## config.mk

```make
export PLATFORM = sky130hd
export DESIGN_NAME = char_lcd_nibble_sequencer_flat
export DESIGN_NICKNAME = d
export VERILOG_FILES = /design/src/rtl/clns_pkg.sv /design/src/rtl/clns_if.sv /design/src/rtl/clns_decode.sv /design/src/rtl/clns_nibble_gen.sv /design/src/rtl/char_lcd_nibble_sequencer.sv /design/src/flat_wrapper.sv
export SDC_FILE = /design/constraint.sdc
export NUM_CORES = 1
export LEC_CHECK = 0
export ABC_CLOCK_PERIOD_IN_PS = 2600
export BUFFER_PORTS_ARGS = -buffer_cell sky130_fd_sc_hd__buf_2
export CORE_MARGIN = 3
export CORE_UTILIZATION = 40
export CTS_CLUSTER_DIAMETER = 120
export DETAILED_ROUTE_END_ITERATION = 8
export PLACE_DENSITY = 0.69
export SYNTH_ARGS = -nofsm -noshare
export SYNTH_HDL_FRONTEND = slang
export SYNTH_SLANG_ARGS = --single-unit
```

## constraint.sdc

```tcl
create_clock -name clk -period 2.6 [get_ports clk]
set_input_delay 0.39 -clock clk [delete_from_list [all_inputs] [get_ports clk]]
set_output_delay 0.39 -clock clk [all_outputs]
set_load 0.02 [all_outputs]
```

## src/rtl/clns_pkg.sv

```systemverilog
`timescale 1ns / 1ps

package clns_pkg;

    localparam int unsigned CFG_INDEX_W = 2;
    localparam int unsigned IDX_W       = 4;

    typedef enum logic [CFG_INDEX_W-1:0] {
        CFG_LINE_TWO_BASE   = 2'd0,
        CFG_FUNCTION_SET    = 2'd1,
        CFG_DISPLAY_CONTROL = 2'd2,
        CFG_ENTRY_MODE      = 2'd3
    } cfg_index_t;

    typedef enum logic [2:0] {
        OP_INIT       = 3'd0,
        OP_PUT_CHAR   = 3'd1,
        OP_GOTO       = 3'd2,
        OP_CLEAR_HOME = 3'd3,
        OP_SET_DDRAM  = 3'd4,
        OP_SET_CGRAM  = 3'd5,
        OP_DATA       = 3'd6
    } op_t;

    localparam logic [7:0] CHAR_BELL      = 8'd7;
    localparam logic [7:0] CHAR_BACKSPACE = 8'd8;
    localparam logic [7:0] CHAR_NEWLINE   = 8'd10;
    localparam logic [7:0] CHAR_FORM_FEED = 8'd12;

    localparam logic [7:0] CMD_CLEAR      = 8'h01;
    localparam logic [7:0] CMD_HOME       = 8'h02;
    localparam logic [7:0] CMD_SHIFT_LEFT = 8'h10;
    localparam logic [7:0] CMD_SET_DDRAM  = 8'h80;
    localparam logic [7:0] CMD_SET_CGRAM  = 8'h40;

    localparam logic [3:0] NIB_WAKE      = 4'h3;
    localparam logic [3:0] NIB_FOUR_BIT  = 4'h2;

    localparam logic [6:0] PAUSE_POWER_UP   = 7'd80;
    localparam logic [6:0] PAUSE_RS_SETUP   = 7'd2;
    localparam logic [4:0] PAUSE_INIT_STEP  = 5'd5;
    localparam logic [4:0] PAUSE_INIT_SWAP  = 5'd20;
    localparam logic [4:0] PAUSE_FORM_FEED  = 5'd2;

    localparam logic [IDX_W-1:0] LAST_IDX_INIT = 4'd11;
    localparam logic [IDX_W-1:0] LAST_IDX_BYTE = 4'd1;
    localparam logic [IDX_W-1:0] LAST_IDX_PAIR = 4'd3;
    localparam logic [IDX_W-1:0] INIT_PREFIX   = 4'd4;

    localparam logic [6:0] RST_LINE_TWO_BASE   = 7'd64;
    localparam logic [7:0] RST_FUNCTION_SET    = 8'd40;
    localparam logic [7:0] RST_DISPLAY_CONTROL = 8'd14;
    localparam logic [7:0] RST_ENTRY_MODE      = 8'd6;

    typedef enum logic [1:0] {
        JOB_INIT = 2'd0,
        JOB_BYTE = 2'd1,
        JOB_PAIR = 2'd2
    } job_kind_t;

    typedef struct packed {
        logic [6:0] line_two_base;
        logic [7:0] function_set_cmd;
        logic [7:0] display_control_cmd;
        logic [7:0] entry_mode_cmd;
    } cfg_t;

    typedef struct packed {
        job_kind_t  kind;
        logic       rs;
        logic [7:0] data;
        logic [4:0] pause_after;
    } job_t;

    typedef struct packed {
        logic       reg_select;
        logic [3:0] nibble;
        logic [6:0] pause_before_ms;
        logic [4:0] pause_after_ms;
        logic       last;
    } nib_t;

    function automatic logic [7:0] goto_cmd(input logic [6:0] base, input logic [5:0] column);
        logic [6:0] addr;
        begin
            addr = base + {1'b0, column} + 7'h7F;
            goto_cmd = CMD_SET_DDRAM | {1'b0, addr};
        end
    endfunction

    function automatic logic [IDX_W-1:0] last_idx(input job_kind_t kind);
        begin
            case (kind)
                JOB_INIT: last_idx = LAST_IDX_INIT;
                JOB_PAIR: last_idx = LAST_IDX_PAIR;
                default:  last_idx = LAST_IDX_BYTE;
            endcase
        end
    endfunction

endpackage

```

## src/rtl/clns_if.sv

```systemverilog
`timescale 1ns / 1ps

interface clns_req_if;
    logic       valid;
    logic       ready;
    logic [2:0] op;
    logic [7:0] value;
    logic [5:0] column;
    logic [1:0] row;

    modport source (output valid, output op, output value, output column, output row,
                    input ready);
    modport sink   (input valid, input op, input value, input column, input row,
                    output ready);
endinterface

interface clns_nib_if;
    logic       valid;
    logic       ready;
    logic       reg_select;
    logic [3:0] nibble;
    logic [6:0] pause_before_ms;
    logic [4:0] pause_after_ms;
    logic       last;

    modport source (output valid, output reg_select, output nibble, output pause_before_ms,
                    output pause_after_ms, output last, input ready);
    modport sink   (input valid, input reg_select, input nibble, input pause_before_ms,
                    input pause_after_ms, input last, output ready);
endinterface

```

## src/rtl/clns_decode.sv

```systemverilog
`timescale 1ns / 1ps

module clns_decode
(
    input  logic [2:0]    op,
    input  logic [7:0]    value,
    input  logic [5:0]    column,
    input  logic [1:0]    row,
    input  logic [6:0]    line_two_base,
    output clns_pkg::job_t job,
    output logic          job_valid
);

    logic [6:0] row_base;

    assign row_base = (row == 2'd2) ? line_two_base : 7'd0;

    always_comb
    begin
        job_valid       = 1'b1;
        job.kind        = clns_pkg::JOB_BYTE;
        job.rs          = 1'b0;
        job.data        = value;
        job.pause_after = 5'd0;
        case (op)
            clns_pkg::OP_INIT:
            begin
                job.kind        = clns_pkg::JOB_INIT;
                job.pause_after = clns_pkg::PAUSE_INIT_STEP;
            end
            clns_pkg::OP_PUT_CHAR:
            begin
                case (value)
                    clns_pkg::CHAR_BELL:
                        job.data = clns_pkg::goto_cmd(7'd0, 6'd1);
                    clns_pkg::CHAR_FORM_FEED:
                    begin
                        job.data        = clns_pkg::CMD_CLEAR;
                        job.pause_after = clns_pkg::PAUSE_FORM_FEED;
                    end
                    clns_pkg::CHAR_NEWLINE:
                        job.data = clns_pkg::goto_cmd(line_two_base, 6'd1);
                    clns_pkg::CHAR_BACKSPACE:
                        job.data = clns_pkg::CMD_SHIFT_LEFT;
                    default:
                        job.rs = 1'b1;
                endcase
            end
            clns_pkg::OP_GOTO:
                job.data = clns_pkg::goto_cmd(row_base, column);
            clns_pkg::OP_CLEAR_HOME:
            begin
                job.kind = clns_pkg::JOB_PAIR;
                job.data = clns_pkg::CMD_CLEAR;
            end
            clns_pkg::OP_SET_DDRAM:
                job.data = clns_pkg::CMD_SET_DDRAM | {1'b0, value[6:0]};
            clns_pkg::OP_SET_CGRAM:
                job.data = clns_pkg::CMD_SET_CGRAM | {2'b00, value[5:0]};
            clns_pkg::OP_DATA:
                job.rs = 1'b1;
            default:
                job_valid = 1'b0;
        endcase
    end

endmodule

```

## src/rtl/clns_nibble_gen.sv

```systemverilog
`timescale 1ns / 1ps

module clns_nibble_gen
(
    input  clns_pkg::job_t             job,
    input  logic [clns_pkg::IDX_W-1:0] idx,
    input  clns_pkg::cfg_t             cfg,
    output clns_pkg::nib_t             nib
);

    logic [clns_pkg::IDX_W-1:0] init_off;
    logic [7:0]                 cur_byte;
    logic                       high_half;

    assign init_off  = idx - clns_pkg::INIT_PREFIX;
    assign high_half = ~idx[0];

    // pick the byte that this nibble belongs to
    always_comb
    begin
        cur_byte = job.data;
        case (job.kind)
            clns_pkg::JOB_INIT:
            begin
                case (init_off[2:1])
                    2'd0:    cur_byte = cfg.function_set_cmd;
                    2'd1:    cur_byte = cfg.display_control_cmd;
                    2'd2:    cur_byte = cfg.entry_mode_cmd;
                    default: cur_byte = clns_pkg::CMD_CLEAR;
                endcase
            end
            clns_pkg::JOB_PAIR:
                cur_byte = idx[1] ? clns_pkg::CMD_HOME : clns_pkg::CMD_CLEAR;
            default:
                cur_byte = job.data;
        endcase
    end

    always_comb
    begin
        nib.reg_select      = job.rs;
        nib.nibble          = high_half ? cur_byte[7:4] : cur_byte[3:0];
        nib.pause_before_ms = high_half ? clns_pkg::PAUSE_RS_SETUP : 7'd0;
        nib.pause_after_ms  = high_half ? 5'd0 : job.pause_after;
        nib.last            = (idx == clns_pkg::last_idx(job.kind));
        // wake-up prefix of init: 3, 3, 3, 2 without select setup
        if (job.kind == clns_pkg::JOB_INIT && idx < clns_pkg::INIT_PREFIX)
        begin
            nib.reg_select      = 1'b0;
            nib.nibble          = (idx == 4'd3) ? clns_pkg::NIB_FOUR_BIT : clns_pkg::NIB_WAKE;
            nib.pause_before_ms = (idx == 4'd0) ? clns_pkg::PAUSE_POWER_UP : 7'd0;
            nib.pause_after_ms  = (idx == 4'd3) ? clns_pkg::PAUSE_INIT_SWAP
                                                : clns_pkg::PAUSE_INIT_STEP;
        end
    end

endmodule

```

## src/rtl/char_lcd_nibble_sequencer.sv

```systemverilog
`timescale 1ns / 1ps

// Character LCD nibble sequencer, 4-bit bus.
// req:  display requests (op, value, column, row), valid/ready.
// nib:  one transfer per nibble strobe (reg_select, nibble, pauses, last),
//       valid/ready; the downstream strobe timer applies the pauses.
// cfg:  write port for line-two base and the three init set-up bytes;
//       write only while no request is in flight.
// A request is held in a job register and walked one nibble per cycle,
// unless nib stalls, into an output register; the first nibble passes
// the job register, then the output register. A request yields 2 nibbles
// (single byte), 4 (clear and home) or 12 (init); the next request is
// taken in the cycle its predecessor's last nibble enters the output
// register, so an unstalled stream of valid requests runs back to back.
// An unused op code is taken and yields nothing.
// When nib is stalled the output register holds and the job register
// stops advancing; req.ready drops until the last nibble moves.
// Reset loads the register defaults (base 64, bytes 40, 14, 6) and
// empties the job and output registers.
module char_lcd_nibble_sequencer
(
    input  logic                             clk,
    input  logic                             rst_n,
    clns_req_if.sink                         req,
    clns_nib_if.source                       nib,
    input  logic                             cfg_we,
    input  logic [clns_pkg::CFG_INDEX_W-1:0] cfg_index,
    input  logic [7:0]                       cfg_data
);

    clns_pkg::cfg_t             cfg_reg;
    clns_pkg::job_t             job_reg;
    logic                       job_valid_reg;
    logic [clns_pkg::IDX_W-1:0] idx_reg;
    logic                       out_valid_reg;
    clns_pkg::nib_t             out_reg;

    clns_pkg::job_t             dec_job;
    logic                       dec_valid;
    clns_pkg::nib_t             gen_nib;
    logic                       out_adv;
    logic                       job_step;
    logic                       job_done;
    logic                       req_xfer;

    clns_decode u_decode
    (
        .op            (req.op),
        .value         (req.value),
        .column        (req.column),
        .row           (req.row),
        .line_two_base (cfg_reg.line_two_base),
        .job           (dec_job),
        .job_valid     (dec_valid)
    );

    clns_nibble_gen u_nibble_gen
    (
        .job (job_reg),
        .idx (idx_reg),
        .cfg (cfg_reg),
        .nib (gen_nib)
    );

    assign out_adv   = ~out_valid_reg | nib.ready;
    assign job_step  = job_valid_reg & out_adv;
    assign job_done  = job_step & gen_nib.last;
    assign req.ready = ~job_valid_reg | job_done;
    assign req_xfer  = req.valid & req.ready;

    always_ff @(posedge clk or negedge rst_n)
    begin
        if (!rst_n)
        begin
            cfg_reg.line_two_base       <= clns_pkg::RST_LINE_TWO_BASE;
            cfg_reg.function_set_cmd    <= clns_pkg::RST_FUNCTION_SET;
            cfg_reg.display_control_cmd <= clns_pkg::RST_DISPLAY_CONTROL;
            cfg_reg.entry_mode_cmd      <= clns_pkg::RST_ENTRY_MODE;
        end
        else if (cfg_we)
        begin
            case (cfg_index)
                clns_pkg::CFG_LINE_TWO_BASE:   cfg_reg.line_two_base       <= cfg_data[6:0];
                clns_pkg::CFG_FUNCTION_SET:    cfg_reg.function_set_cmd    <= cfg_data;
                clns_pkg::CFG_DISPLAY_CONTROL: cfg_reg.display_control_cmd <= cfg_data;
                clns_pkg::CFG_ENTRY_MODE:      cfg_reg.entry_mode_cmd      <= cfg_data;
                default: ;
            endcase
        end
    end

    always_ff @(posedge clk or negedge rst_n)
    begin
        if (!rst_n)
        begin
            job_valid_reg <= 1'b0;
            idx_reg       <= '0;
            out_valid_reg <= 1'b0;
        end
        else
        begin
            if (req_xfer)
            begin
                job_valid_reg <= dec_valid;
                idx_reg       <= '0;
            end
            else if (job_done)
            begin
                job_valid_reg <= 1'b0;
            end
            else if (job_step)
            begin
                idx_reg <= idx_reg + 4'd1;
            end

            if (out_adv)
            begin
                out_valid_reg <= job_valid_reg;
            end
        end
    end

    // payload: no reset needed
    always_ff @(posedge clk)
    begin
        if (req_xfer)
        begin
            job_reg <= dec_job;
        end
        if (job_step)
        begin
            out_reg <= gen_nib;
        end
    end

    assign nib.valid           = out_valid_reg;
    assign nib.reg_select      = out_reg.reg_select;
    assign nib.nibble          = out_reg.nibble;
    assign nib.pause_before_ms = out_reg.pause_before_ms;
    assign nib.pause_after_ms  = out_reg.pause_after_ms;
    assign nib.last            = out_reg.last;

`ifndef ASSERT_OFF
    a_idx_in_range: assert property (@(posedge clk) disable iff (!rst_n)
        job_valid_reg |-> (idx_reg <= clns_pkg::last_idx(job_reg.kind)))
        else $error("nibble index beyond end of job");

    a_take_only_at_end: assert property (@(posedge clk) disable iff (!rst_n)
        (req_xfer && job_valid_reg) |-> job_done)
        else $error("request taken while job still has nibbles");

    a_job_after_partial: assert property (@(posedge clk) disable iff (!rst_n)
        (out_valid_reg && !out_reg.last) |-> job_valid_reg)
        else $error("job dropped before its last nibble");

    a_step_advances: assert property (@(posedge clk) disable iff (!rst_n)
        (job_step && !gen_nib.last && !req_xfer) |=> (idx_reg == $past(idx_reg) + 4'd1))
        else $error("job index did not advance");
`endif

endmodule

```

## src/flat_wrapper.sv

```systemverilog
// flat-port wrapper written by rule: the top's interface ports become plain ports
module char_lcd_nibble_sequencer_flat 
  (clk, rst_n, cfg_we, cfg_index, cfg_data, req_valid, req_op, req_value, req_column, req_row, req_ready, nib_valid, nib_reg_select, nib_nibble, nib_pause_before_ms, nib_pause_after_ms, nib_last, nib_ready);
  clns_req_if req_i ();
  clns_nib_if nib_i ();
  input  logic clk;
  input  logic rst_n;
  input  logic cfg_we;
  input  logic [clns_pkg::CFG_INDEX_W-1:0] cfg_index;
  input  logic [7:0] cfg_data;
  input wire logic [$bits(req_i.valid)-1:0] req_valid;
  input wire logic [$bits(req_i.op)-1:0] req_op;
  input wire logic [$bits(req_i.value)-1:0] req_value;
  input wire logic [$bits(req_i.column)-1:0] req_column;
  input wire logic [$bits(req_i.row)-1:0] req_row;
  output wire logic [$bits(req_i.ready)-1:0] req_ready;
  output wire logic [$bits(nib_i.valid)-1:0] nib_valid;
  output wire logic [$bits(nib_i.reg_select)-1:0] nib_reg_select;
  output wire logic [$bits(nib_i.nibble)-1:0] nib_nibble;
  output wire logic [$bits(nib_i.pause_before_ms)-1:0] nib_pause_before_ms;
  output wire logic [$bits(nib_i.pause_after_ms)-1:0] nib_pause_after_ms;
  output wire logic [$bits(nib_i.last)-1:0] nib_last;
  input wire logic [$bits(nib_i.ready)-1:0] nib_ready;
  assign req_i.valid = req_valid;
  assign req_i.op = req_op;
  assign req_i.value = req_value;
  assign req_i.column = req_column;
  assign req_i.row = req_row;
  assign req_ready = req_i.ready;
  assign nib_valid = nib_i.valid;
  assign nib_reg_select = nib_i.reg_select;
  assign nib_nibble = nib_i.nibble;
  assign nib_pause_before_ms = nib_i.pause_before_ms;
  assign nib_pause_after_ms = nib_i.pause_after_ms;
  assign nib_last = nib_i.last;
  assign nib_i.ready = nib_ready;
  char_lcd_nibble_sequencer u_core (.clk(clk), .rst_n(rst_n), .req(req_i), .nib(nib_i), .cfg_we(cfg_we), .cfg_index(cfg_index), .cfg_data(cfg_data));
endmodule
```

## Word-level counts from Yosys, hierarchy flattened

Index checks and enable logic that the tools add are counted.

- Flip-flop bits (word level): 71
- Output and inout bits: 20
- Bits of input ports: 34
- Logic and storage cells: 90

- Add/sub/neg operators: 6
- Muxes and demuxes: 25
- Bitwise operators: 7
- Eq/ne operators: 20
- Order comparisons: 1
- Reductions and logical operators: 15

Operators by type and width:

| operator | count |
|---|---|
| $pmux W8 S5 | 1 |
| $pmux W8 S4 | 1 |
| $eq A8 B4 Y1 const B | 3 |
| $pmux W8 S3 | 1 |
| $mux W16 | 1 |
| $mux W4 | 4 |
| $pmux W8 S2 | 1 |
| $add A7 B7 Y7 const B | 2 |
| $mux W7 | 2 |
| $eq A2 B2 Y1 const B | 5 |
| $mux W5 | 2 |
| $reduce_and A2 Y1 | 5 |
| $eq A3 B3 Y1 const B | 3 |
| $eq A8 B3 Y1 const B | 1 |
| $pmux W4 S2 | 1 |
| $add A7 B1 Y7 const B | 1 |
| $add A7 B6 Y7 | 1 |
| $reduce_or A7 Y1 | 1 |
| $eq A3 B2 Y1 const B | 2 |
| $logic_not A2 Y1 | 3 |
| $mux W2 | 3 |
| $pmux W3 S2 | 1 |
| $mux W1 | 5 |
| $add A4 B1 Y4 const B | 1 |
| other kinds (17) | 23 |

## Longest topological paths before layout

Gate-level depths: netlist of the first run.

- Depth after elaboration: 8
- Gate-level depth with buffers: 12
- Mapped depth without buffers: 12

## Modules after synthesis

A second synthesis of the first run with hierarchy kept.

- Cells, all modules: 328
- Area, all modules: 3847.4 um2

By module, submodules not included:

| module | instances | seq. area each (um2) | cells each | area an instance (um2) |
|---|---|---|---|---|
| char_lcd_nibble_sequencer | 1 | 1956.9 | 131 | 2531.2 |
| clns_decode | 1 | 0.0 | 114 | 759.5 |
| clns_nibble_gen | 1 | 0.0 | 83 | 556.8 |

## Worst setup path after synthesis of the first run

No wires, ideal clock.

- Path type: input -> register
- Start point: input req_row[1]
- End point: register u_core.job_reg[10] (netlist name) (data pin)
- Setup slack: 0.024 ns
- Required time: 2.339 ns
- Buffers on the path: 0
- Data arrival time: 2.315 ns
- Library setup time: 0.261 ns
- Stages: 12
- Cells stage by stage: nor2b_1 nand2_1 ha_1 inv_1 ha_1 inv_1 fa_1 inv_1 a21o_1 a21oi_1 xnor2_1 a221o_1

RTL lines:

| item | RTL line | RTL |
|---|---|---|
| from (decl) | flat_wrapper.sv:15 | `input wire logic [$bits(req_i.row)-1:0] req_row;` |
| to (signal assigned) | char_lcd_nibble_sequencer.sv:128 | `job_reg <= dec_job;` |
| to (decl) | char_lcd_nibble_sequencer.sv:32 | `clns_pkg::job_t job_reg;` |

==> metrics.log, run 1 <==
[metrics] row count: 33
[metrics] post-synthesis cell type count: 56
[metrics] sum of internal, switching and leakage power: 3.45 mW
[metrics] result of the run: complete, no violations
[metrics] slowest stage cell, crit path: sky130_fd_sc_hd__dfrtp_1
[metrics] number of setup violations in the final report: 0
[metrics] clock transition at the registers of the reported paths: 0.07 ns
[metrics] synth-to-layout area growth: 16.3%
[metrics] fraction of the yosys area taken by sequential cells: 48.6%
[metrics] proportion of layout cells with a drive suffix above 1: 31.5%
[metrics] Worst Path Required: 2.69 ns
[metrics] maximum fanout along the worst path: 3
[metrics] fraction of synthesized cell area taken by the top area cell type: 21.7%
[metrics] max FFs per register: 31
[metrics] post-DP HPWL: 5390 um
[metrics] die extent in x: 99.1 um
[metrics] number of hold buffers added after CTS: 0
[metrics] dominant synthesized flop cell: sky130_fd_sc_hd__dfrtp_1
[metrics] clock sink count: 62
[metrics] WS Path Type: register to register
[metrics] worst hold slack: 0.135 ns
[metrics] # diodes: 0
[metrics] Placed Area: 3810 um2
[metrics] clock latency at the later pin of the worst-skew pair: 0.34 ns
[metrics] number of gates resized after cts: 0
[metrics] count of pins over their slew limit: 0
[metrics] starting DRC count in detailed routing: 138
[metrics] Buffers on Ports: 48
[metrics] number of nets in the layout: 415
[metrics] drt pass-1 iters: 4
[metrics] Yosys top cell by area: sky130_fd_sc_hd__edfxtp_1
[metrics] GRT Resource Usage Total: 15.3%
[metrics] leakage dissipation: 1.74 nW
[metrics] startpoint class of the critical path: register
[metrics] total grt overflow: 0
[metrics] post-route setup slack: 0.256 ns
[metrics] antenna violations before repair: 0
[metrics] Slew headroom: 46.4%
[metrics] num ports: 54
[metrics] number of standard cells after synthesis: 314
[metrics] power per unit of standard cell area: 856 nW/um2
[metrics] average wire length per cell after detail routing: 14.6 um
[metrics] vias after detailed routing: 2485
[metrics] Final Hold Vio Count: 0
[metrics] share of synthesized registers carrying an async set or reset: 59.7%
[metrics] overall die height: 99.1 um
[metrics] wire length of the first global-routing pass: 11900 um
[metrics] vias in the first global route: 2367
[metrics] post-layout minimum cycle time: 2.34 ns
[metrics] unrepaired setup endpoints after global routing: no
[metrics] overall routed net length: 6960 um
[metrics] DRC errors left: 0
[metrics] most area-consuming cells after synthesis: sky130_fd_sc_hd__edfxtp_1 22%, sky130_fd_sc_hd__dfrtp_1 21%, sky130_fd_sc_hd__mux2_2 10%
[metrics] area of all placed cells without fillers: 4030 um2
[metrics] buffers and inverters on the worst path: 3
[metrics] worst IR drop on VDD: 0.331 mV
[metrics] Slowest Stage Delay on Critical Path: 0.41 ns
[metrics] count of yosys warnings during synthesis: 0
[metrics] dpl ws: -0.0131 ns
[metrics] deepest level of the CTS H-tree: 3
[metrics] root buf cell: sky130_fd_sc_hd__clkbuf_8
[metrics] clk buf depth: 2
[metrics] flip-flop and latch count after synthesis: 62
[metrics] die area: 9820 um2
[metrics] final critical-path share of the clock period: 90.1%
[metrics] number of vias per cell after detailed routing: 5.21
[metrics] arrival time at the worst endpoint: 2.43 ns
[metrics] total core area: 8300 um2
[metrics] Peak Freq: 427 MHz
[metrics] Syn Area/Cell: 11.0 um2
[metrics] CTS tree: done
[metrics] initial core utilization: 41.8%
[metrics] post-CTS setup repair buffer count: 0
[metrics] count of antenna-violating nets left after detailed routing: 0
[metrics] Clock Skew: 0.0105 ns
[metrics] Worst Tran Pin Value: 0.804 ns
[metrics] number of buffers created by CTS: 9
[metrics] cell area after technology mapping: 3470 um2
[metrics] element type at the critical path end: register
[metrics] gpl congestion: 0.839
[metrics] cell occurring most often along the worst timing path: sky130_fd_sc_hd__inv_1
[metrics] gate family responsible for the most delay along the worst path: adder cells
[metrics] worst min-delay path category: primary input to async pin
[metrics] number of synthesized flops with an enable pin: 25
[metrics] cell chain of the critical path: nand2_1 > ha_1 > inv_1 > ha_1 > inv_1 > fa_1 > inv_1 > a21o_1 > a21oi_1 > xnor2_1 > a221o_1
[metrics] count of maximum capacitance violations: 0
[metrics] largest net degree at the start of global routing: 38
## worst reg2reg max path, delay by kind of cell, from the launching register on
family,cells,cell delay (ns)
adder cells (fa/ha/maj),3,0.83
AO/OA/AOI/OAI,3,0.48
flip-flops,1,0.41
buffers and inverters,3,0.18
XOR/XNOR,1,0.13
AND/OR/NAND/NOR,1,0.07
## cells in the final DEF, fill, tap and decap left out, types with 2 or more instances in the layout
cell type	Yosys	layout
sky130_fd_sc_hd__nor2b_1	10	10
sky130_fd_sc_hd__mux2i_1	9	9
sky130_fd_sc_hd__o22ai_1	2	2
sky130_fd_sc_hd__a311oi_1	2	2
sky130_fd_sc_hd__o21a_1	2	2
sky130_fd_sc_hd__a221oi_1	3	3
sky130_fd_sc_hd__conb_1	1	5
sky130_fd_sc_hd__o21bai_1	2	2
sky130_fd_sc_hd__buf_4	6	6
sky130_fd_sc_hd__nor2_1	10	10
sky130_fd_sc_hd__xnor2_1	4	4
sky130_fd_sc_hd__nand3b_1	2	2
sky130_fd_sc_hd__a21o_1	4	4
sky130_fd_sc_hd__dfrtp_1	29	29
sky130_fd_sc_hd__buf_2	5	48
sky130_fd_sc_hd__a221o_1	5	5
sky130_fd_sc_hd__ha_1	13	13
sky130_fd_sc_hd__nor3_1	4	4
sky130_fd_sc_hd__a22oi_1	3	3
sky130_fd_sc_hd__o21ai_0	16	16
sky130_fd_sc_hd__nand3_1	7	7
sky130_fd_sc_hd__clkbuf_8	0	10
sky130_fd_sc_hd__nor3b_2	2	2
sky130_fd_sc_hd__nand2_1	34	34
sky130_fd_sc_hd__nand2b_1	5	5
sky130_fd_sc_hd__inv_1	24	24
sky130_fd_sc_hd__a21oi_1	9	9
sky130_fd_sc_hd__edfxtp_1	25	25
sky130_fd_sc_hd__xor2_1	2	2
sky130_fd_sc_hd__and2_1	6	6
sky130_fd_sc_hd__dfstp_2	8	8
sky130_fd_sc_hd__mux2_2	31	31
## worst paths after layout
| path | startpoint | to | slack, ns | depth (start not counted) |
|---|---|---|---|---|
| worst max-delay path | u_core.cfg_reg[25] | u_core.job_reg[10] | 0.26 | 11 |
| worst min-delay path | rst_n | u_core.job_valid_reg | 0.14 | 1 |
| worst max register to register | u_core.cfg_reg[25] | u_core.job_reg[10] | 0.26 | 11 |
| worst min register to register | u_core.cfg_reg[0] | u_core.cfg_reg[0] | 0.50 | 1 |
| max in group asynchronous | rst_n | u_core.idx_reg[1] | 1.95 | 1 |
| min in group clk | cfg_data[7] | u_core.cfg_reg[7] | 0.32 | 2 |
## Yosys cell counts (2+ instances only)
cell / count
sky130_fd_sc_hd__dfrtp_1: 29
sky130_fd_sc_hd__a221oi_1: 3
sky130_fd_sc_hd__buf_2: 5
sky130_fd_sc_hd__a221o_1: 5
sky130_fd_sc_hd__nor2_1: 10
sky130_fd_sc_hd__nand3b_1: 2
sky130_fd_sc_hd__xnor2_1: 4
sky130_fd_sc_hd__and2_1: 6
sky130_fd_sc_hd__mux2i_1: 9
sky130_fd_sc_hd__o22ai_1: 2
sky130_fd_sc_hd__o21bai_1: 2
sky130_fd_sc_hd__nor3_1: 4
sky130_fd_sc_hd__buf_4: 6
sky130_fd_sc_hd__nand3_1: 7
sky130_fd_sc_hd__o21a_1: 2
sky130_fd_sc_hd__dfstp_2: 8
sky130_fd_sc_hd__nand2b_1: 5
sky130_fd_sc_hd__a311oi_1: 2
sky130_fd_sc_hd__xor2_1: 2
sky130_fd_sc_hd__nand2_1: 34
sky130_fd_sc_hd__ha_1: 13
sky130_fd_sc_hd__mux2_2: 31
sky130_fd_sc_hd__nor3b_2: 2
sky130_fd_sc_hd__nor2b_1: 10
sky130_fd_sc_hd__a21o_1: 4
sky130_fd_sc_hd__inv_1: 24
sky130_fd_sc_hd__a21oi_1: 9
sky130_fd_sc_hd__o21ai_0: 16
sky130_fd_sc_hd__edfxtp_1: 25
sky130_fd_sc_hd__a22oi_1: 3
sky130_fd_sc_hd__clkbuf_1: 5
## cells by family (layout without fill, tap and decap cells)
family / after synthesis / in the layout / synth area share [%]
adder cells (fa/ha/maj): 14 / 14 / 5.27
AND/OR/NAND/NOR: 92 / 92 / 14.4
multiplexers: 40 / 40 / 12.7
buffers and inverters: 40 / 94 / 5.16
flip-flops: 62 / 62 / 48.6
AO/OA/AOI/OAI: 59 / 59 / 12.3
XOR/XNOR: 6 / 6 / 1.52
other: 1 / 5 / 0.108
## per-layer routing
layer	global-route usage, %	up-vias	routed length [um]	part of all wire (%)
met1	20.6	1186	3140	45
li1	-	1225	-	-
met2	24.6	64	3350	48
met3	3.65	10	366	5.3
met5	0	-	0	0
met4	4.73	0	104	1.5
## per-stage QoR
| step | utilization (%) | std cells | setup TNS [ns] |
|---|---|---|---|
| floorplan | - | 318 | 0 |
| global placement | 45.9 | 461 | 0 |
| detailed placement | 45.9 | 461 | -0.0131 |
| CTS | 48.6 | 477 | 0 |
| global route | 48.6 | 477 | 0 |
| finish | 48.6 | 477 | 0 |
## power by group
| part | internal [mW] | switching (mW) |
|---|---|---|
| Combinational | 0.460 | 0.594 |
| Clock | 0.532 | 0.384 |
| Sequential | 1.29 | 0.189 |
| Total | 2.28 | 1.17 |
## area by class of cell
type / instances / area [um2]
fill: 791 / 4270
sequential: 62 / 1690
multi-input combinational: 216 / 1620
timing repair buffer: 54 / 285
clock buffer: 11 / 163
tap: 105 / 131
inverter: 24 / 90.1
clock inverter: 5 / 61.3
(Power assumes the default switching activity.)
==> run 2: changes to the inputs <==
--- a/config.mk
+++ b/config.mk
@@ -6,12 +6,14 @@
 export NUM_CORES = 1
 export LEC_CHECK = 0
 export ABC_CLOCK_PERIOD_IN_PS = 2600
-export BUFFER_PORTS_ARGS = -buffer_cell sky130_fd_sc_hd__buf_2
+export CELL_PAD_IN_SITES_DETAIL_PLACEMENT = 0
+export CELL_PAD_IN_SITES_GLOBAL_PLACEMENT = 1
 export CORE_MARGIN = 3
 export CORE_UTILIZATION = 40
 export CTS_CLUSTER_DIAMETER = 120
 export DETAILED_ROUTE_END_ITERATION = 8
-export PLACE_DENSITY = 0.69
+export DONT_BUFFER_PORTS = 1
+export PLACE_DENSITY = 0.75
 export SYNTH_ARGS = -nofsm -noshare
 export SYNTH_HDL_FRONTEND = slang
 export SYNTH_SLANG_ARGS = --single-unit
==> run 2 against run 1 <==
Count of clock-buffer cells in the layout decreased by 1. Fmax about the same. Clock skew decreased by 0.0041 ns. Register-to-register slack about the same. Largest cell class unchanged. Core utilization shrank 3.3 points. Hold slack improved by 0.045 ns. Setup slack worse by 0.0016 ns. Total power fell by 9.1%. First-iteration DRC count down 30%. Final area shrank 6.9%.
==> metrics.log, run 2 (synthesis results as in run 1) <==
[metrics] num ports: 54 (unchanged)
[metrics] gpl congestion: 0.794 (-5.4%)
[metrics] number of buffers created by CTS: 9 (unchanged)
[metrics] count of pins over their slew limit: 0 (unchanged)
[metrics] Setup crit start: u_core.cfg_reg[25]
[metrics] Peak Freq: 426 MHz (about the same)
[metrics] Worst Tran Pin Value: 0.652 ns (-0.152 ns)
[metrics] max FFs per register: 31 (unchanged)
[metrics] clock sink count: 62 (unchanged)
[metrics] sum of internal, switching and leakage power: 3.14 mW (-9.1%)
[metrics] CP endpoint: u_core.job_reg[10]
[metrics] synth-to-layout area growth: 8.34%
[metrics] overall routed net length: 7170 um (+3.1%)
[metrics] maximum fanout along the worst path: 3 (unchanged)
[metrics] final critical-path share of the clock period: 90.2% (about the same)
[metrics] count of antenna-violating nets left after detailed routing: 0 (unchanged)
[metrics] die extent in x: 99.1 um (unchanged)
[metrics] largest net degree at the start of global routing: 38 (unchanged)
[metrics] capturing point of the worst reg2reg path: u_core.job_reg[10]
[metrics] average wire length per cell after detail routing: 16.6 um (+14%)
[metrics] area of all placed cells without fillers: 3760 um2 (-6.9%)
[metrics] number of nets in the layout: 369 (-11%)
[metrics] post-DP HPWL: 5410 um (+0.35%)
[metrics] antenna violations before repair: 0 (unchanged)
[metrics] setup TNS: 0 ns (unchanged)
[metrics] unrepaired setup endpoints after global routing: no
[metrics] WS Path Type: register to register
[metrics] Filler cells: 772 (-2.4%)
[metrics] drt pass-1 iters: 4 (unchanged)
[metrics] proportion of layout cells with a drive suffix above 1: 20.9% (-11 points)
[metrics] commonest cells after routing, fill and taps aside: 34 x sky130_fd_sc_hd__nand2_1, 31 x sky130_fd_sc_hd__mux2_2, 29 x sky130_fd_sc_hd__dfrtp_1
[metrics] Worst Path Required: 2.68 ns (about the same)
[metrics] number of vias per cell after detailed routing: 5.30 (+1.8%)
[metrics] footprint of the flip-flops and latches: 1690 um2 (unchanged)
[metrics] Routed met3 length: 326 um (-11%)
[metrics] clock transition at the registers of the reported paths: 0.07 ns (about the same)
[metrics] critical register-to-register path startpoint: u_core.cfg_reg[25]
[metrics] die area: 9820 um2 (unchanged)
[metrics] arrival time at the worst endpoint: 2.43 ns (about the same)
[metrics] overall die height: 99.1 um (unchanged)
[metrics] Final Hold Vio Count: 0 (unchanged)
[metrics] Placed Area: 3570 um2 (-6.3%)
[metrics] max layer used: met4
[metrics] DRC errors left: 0 (unchanged)
[metrics] root buf cell: sky130_fd_sc_hd__clkbuf_8
[metrics] deepest level of the CTS H-tree: 3 (unchanged)
[metrics] total grt overflow: 0 (unchanged)
[metrics] CTS tree: done
[metrics] number of setup violations in the final report: 0 (unchanged)
[metrics] post-CTS setup repair buffer count: 0 (unchanged)
[metrics] wire length of the first global-routing pass: 11800 um (-0.46%)
[metrics] worst IR drop on VDD: 0.326 mV (-1.2%)
[metrics] most frequent standard cell in the layout excluding fill and tap cells: sky130_fd_sc_hd__nand2_1
[metrics] post-layout minimum cycle time: 2.35 ns (+0.00158 ns)
[metrics] vias after detailed routing: 2285 (-8.0%)
[metrics] power per unit of standard cell area: 835 nW/um2 (-2.4%)
[metrics] Slew headroom: 56.4% (+10 points)
[metrics] # diodes: 0 (unchanged)
[metrics] total routed wire length on the met1 layer: 3320 um (+5.6%)
[metrics] # placed instances: 413 (-10%)
[metrics] multi-input logic area: 1620 um2 (unchanged)
[metrics] total core area: 8300 um2 (unchanged)
[metrics] final instance count without filler cells: 431 (-9.6%)
[metrics] Worst R2R Setup Slack: 0.25 ns (about the same)
[metrics] element type at the critical path end: register
[metrics] vias in the first global route: 2263 (-4.4%)
[metrics] worst r2r path cells: 11 (unchanged)
[metrics] starting DRC count in detailed routing: 97 (-30%)
[metrics] worst hold slack: 0.180 ns (+0.0446 ns)
[metrics] Buffers on Ports: 0 (-100%)
[metrics] clk buf depth: 2 (unchanged)
[metrics] worst min-delay path category: primary input to register
[metrics] leakage dissipation: 1.54 nW (-12%)
[metrics] startpoint class of the critical path: register
[metrics] count of maximum capacitance violations: 0 (unchanged)
[metrics] result of the run: complete, no violations
[metrics] row count: 33 (unchanged)
[metrics] GRT Resource Usage Total: 15.5% (+0.21 points)
[metrics] initial core utilization: 41.8% (unchanged)
[metrics] sum of met2 wire segment lengths after detailed routing: 3460 um (+3.5%)
[metrics] clock latency at the later pin of the worst-skew pair: 0.33 ns (about the same)
[metrics] Clock Skew: 0.00640 ns (-0.00411 ns)
[run 2: cell count changes in the layout (fill, tap and decap cells not counted)]
| cell | before | now |
|---|---|---|
| sky130_fd_sc_hd__buf_12 | 0 | 1 |
| sky130_fd_sc_hd__buf_2 | 48 | 0 |
| sky130_fd_sc_hd__bufinv_16 | 1 | 0 |
| sky130_fd_sc_hd__clkbuf_1 | 0 | 1 |
| sky130_fd_sc_hd__clkbuf_16 | 1 | 0 |
| sky130_fd_sc_hd__clkbuf_8 | 10 | 9 |
| sky130_fd_sc_hd__clkinv_1 | 0 | 1 |
| sky130_fd_sc_hd__clkinv_2 | 0 | 5 |
| sky130_fd_sc_hd__clkinv_4 | 1 | 0 |
| sky130_fd_sc_hd__clkinvlp_4 | 1 | 0 |
| sky130_fd_sc_hd__dlygate4sd3_1 | 0 | 1 |
| sky130_fd_sc_hd__inv_4 | 1 | 0 |
| sky130_fd_sc_hd__inv_6 | 1 | 0 |
[run 2: how the worst min path moves through the flow]
stage / from / endpoint / slack [ns] / cells after the start
after global routing: req_valid / u_core.job_valid_reg / 0.17 / 2
after global placement: rst_n / u_core.nib.valid / 0.1 / 0
after CTS: req_valid / u_core.job_valid_reg / 0.17 / 2
final: req_valid / u_core.job_valid_reg / 0.18 / 2
after floorplan: rst_n / u_core.cfg_reg[0] / 0.09 / 0
after detailed placement: rst_n / u_core.nib.valid / 0.1 / 0
[run 2: area by class of cell]
cell class	count	area share [%]
Tap cell	105	3.50
Clock buffer	10	3.40
Clock inverter	6	0.766
Timing Repair Buffer	8	2.00
Multi-Input combinational cell	216	43.0
Sequential cell	62	44.9
Inverter	24	2.40
[run 2: critical path, stage by stage (launching register included)]
cell                      delay (ns)
sky130_fd_sc_hd__dfrtp_1        0.39
sky130_fd_sc_hd__nand2_1        0.07
sky130_fd_sc_hd__ha_1           0.27
sky130_fd_sc_hd__inv_1          0.06
sky130_fd_sc_hd__ha_1           0.19
sky130_fd_sc_hd__inv_1          0.07
sky130_fd_sc_hd__fa_1           0.40
sky130_fd_sc_hd__inv_1          0.07
sky130_fd_sc_hd__a21o_1         0.10
sky130_fd_sc_hd__a21oi_1        0.07
sky130_fd_sc_hd__xnor2_1        0.13
sky130_fd_sc_hd__a221o_1        0.28
[run 2: power by group]
group / internal (mW) / switching (mW)
combinational: 0.403 / 0.464
clock: 0.334 / 0.351
sequential: 1.30 / 0.284
[run 2: timing repair]
action | CTS | global route
hold endpoints to repair | 37 | 0
hold buffers | 2 | 0
gates resized for setup | 0 | 0
[run 2: routing by layer]
layer  GRT usage, %  up-vias
met2           25.4       48
met5              0        -
met1           20.0     1096
met3           4.98        9
met4           3.78        0
li1               -     1132
[run 2: stage by stage]
step,worst slack [ns],util [%]
after detailed placement,-0.00718,43.0
after CTS,0.261,45.3
after floorplan,0.0244,-
final,0.255,45.3
after global routing,0.147,45.3
after global placement,0.0613,43.0
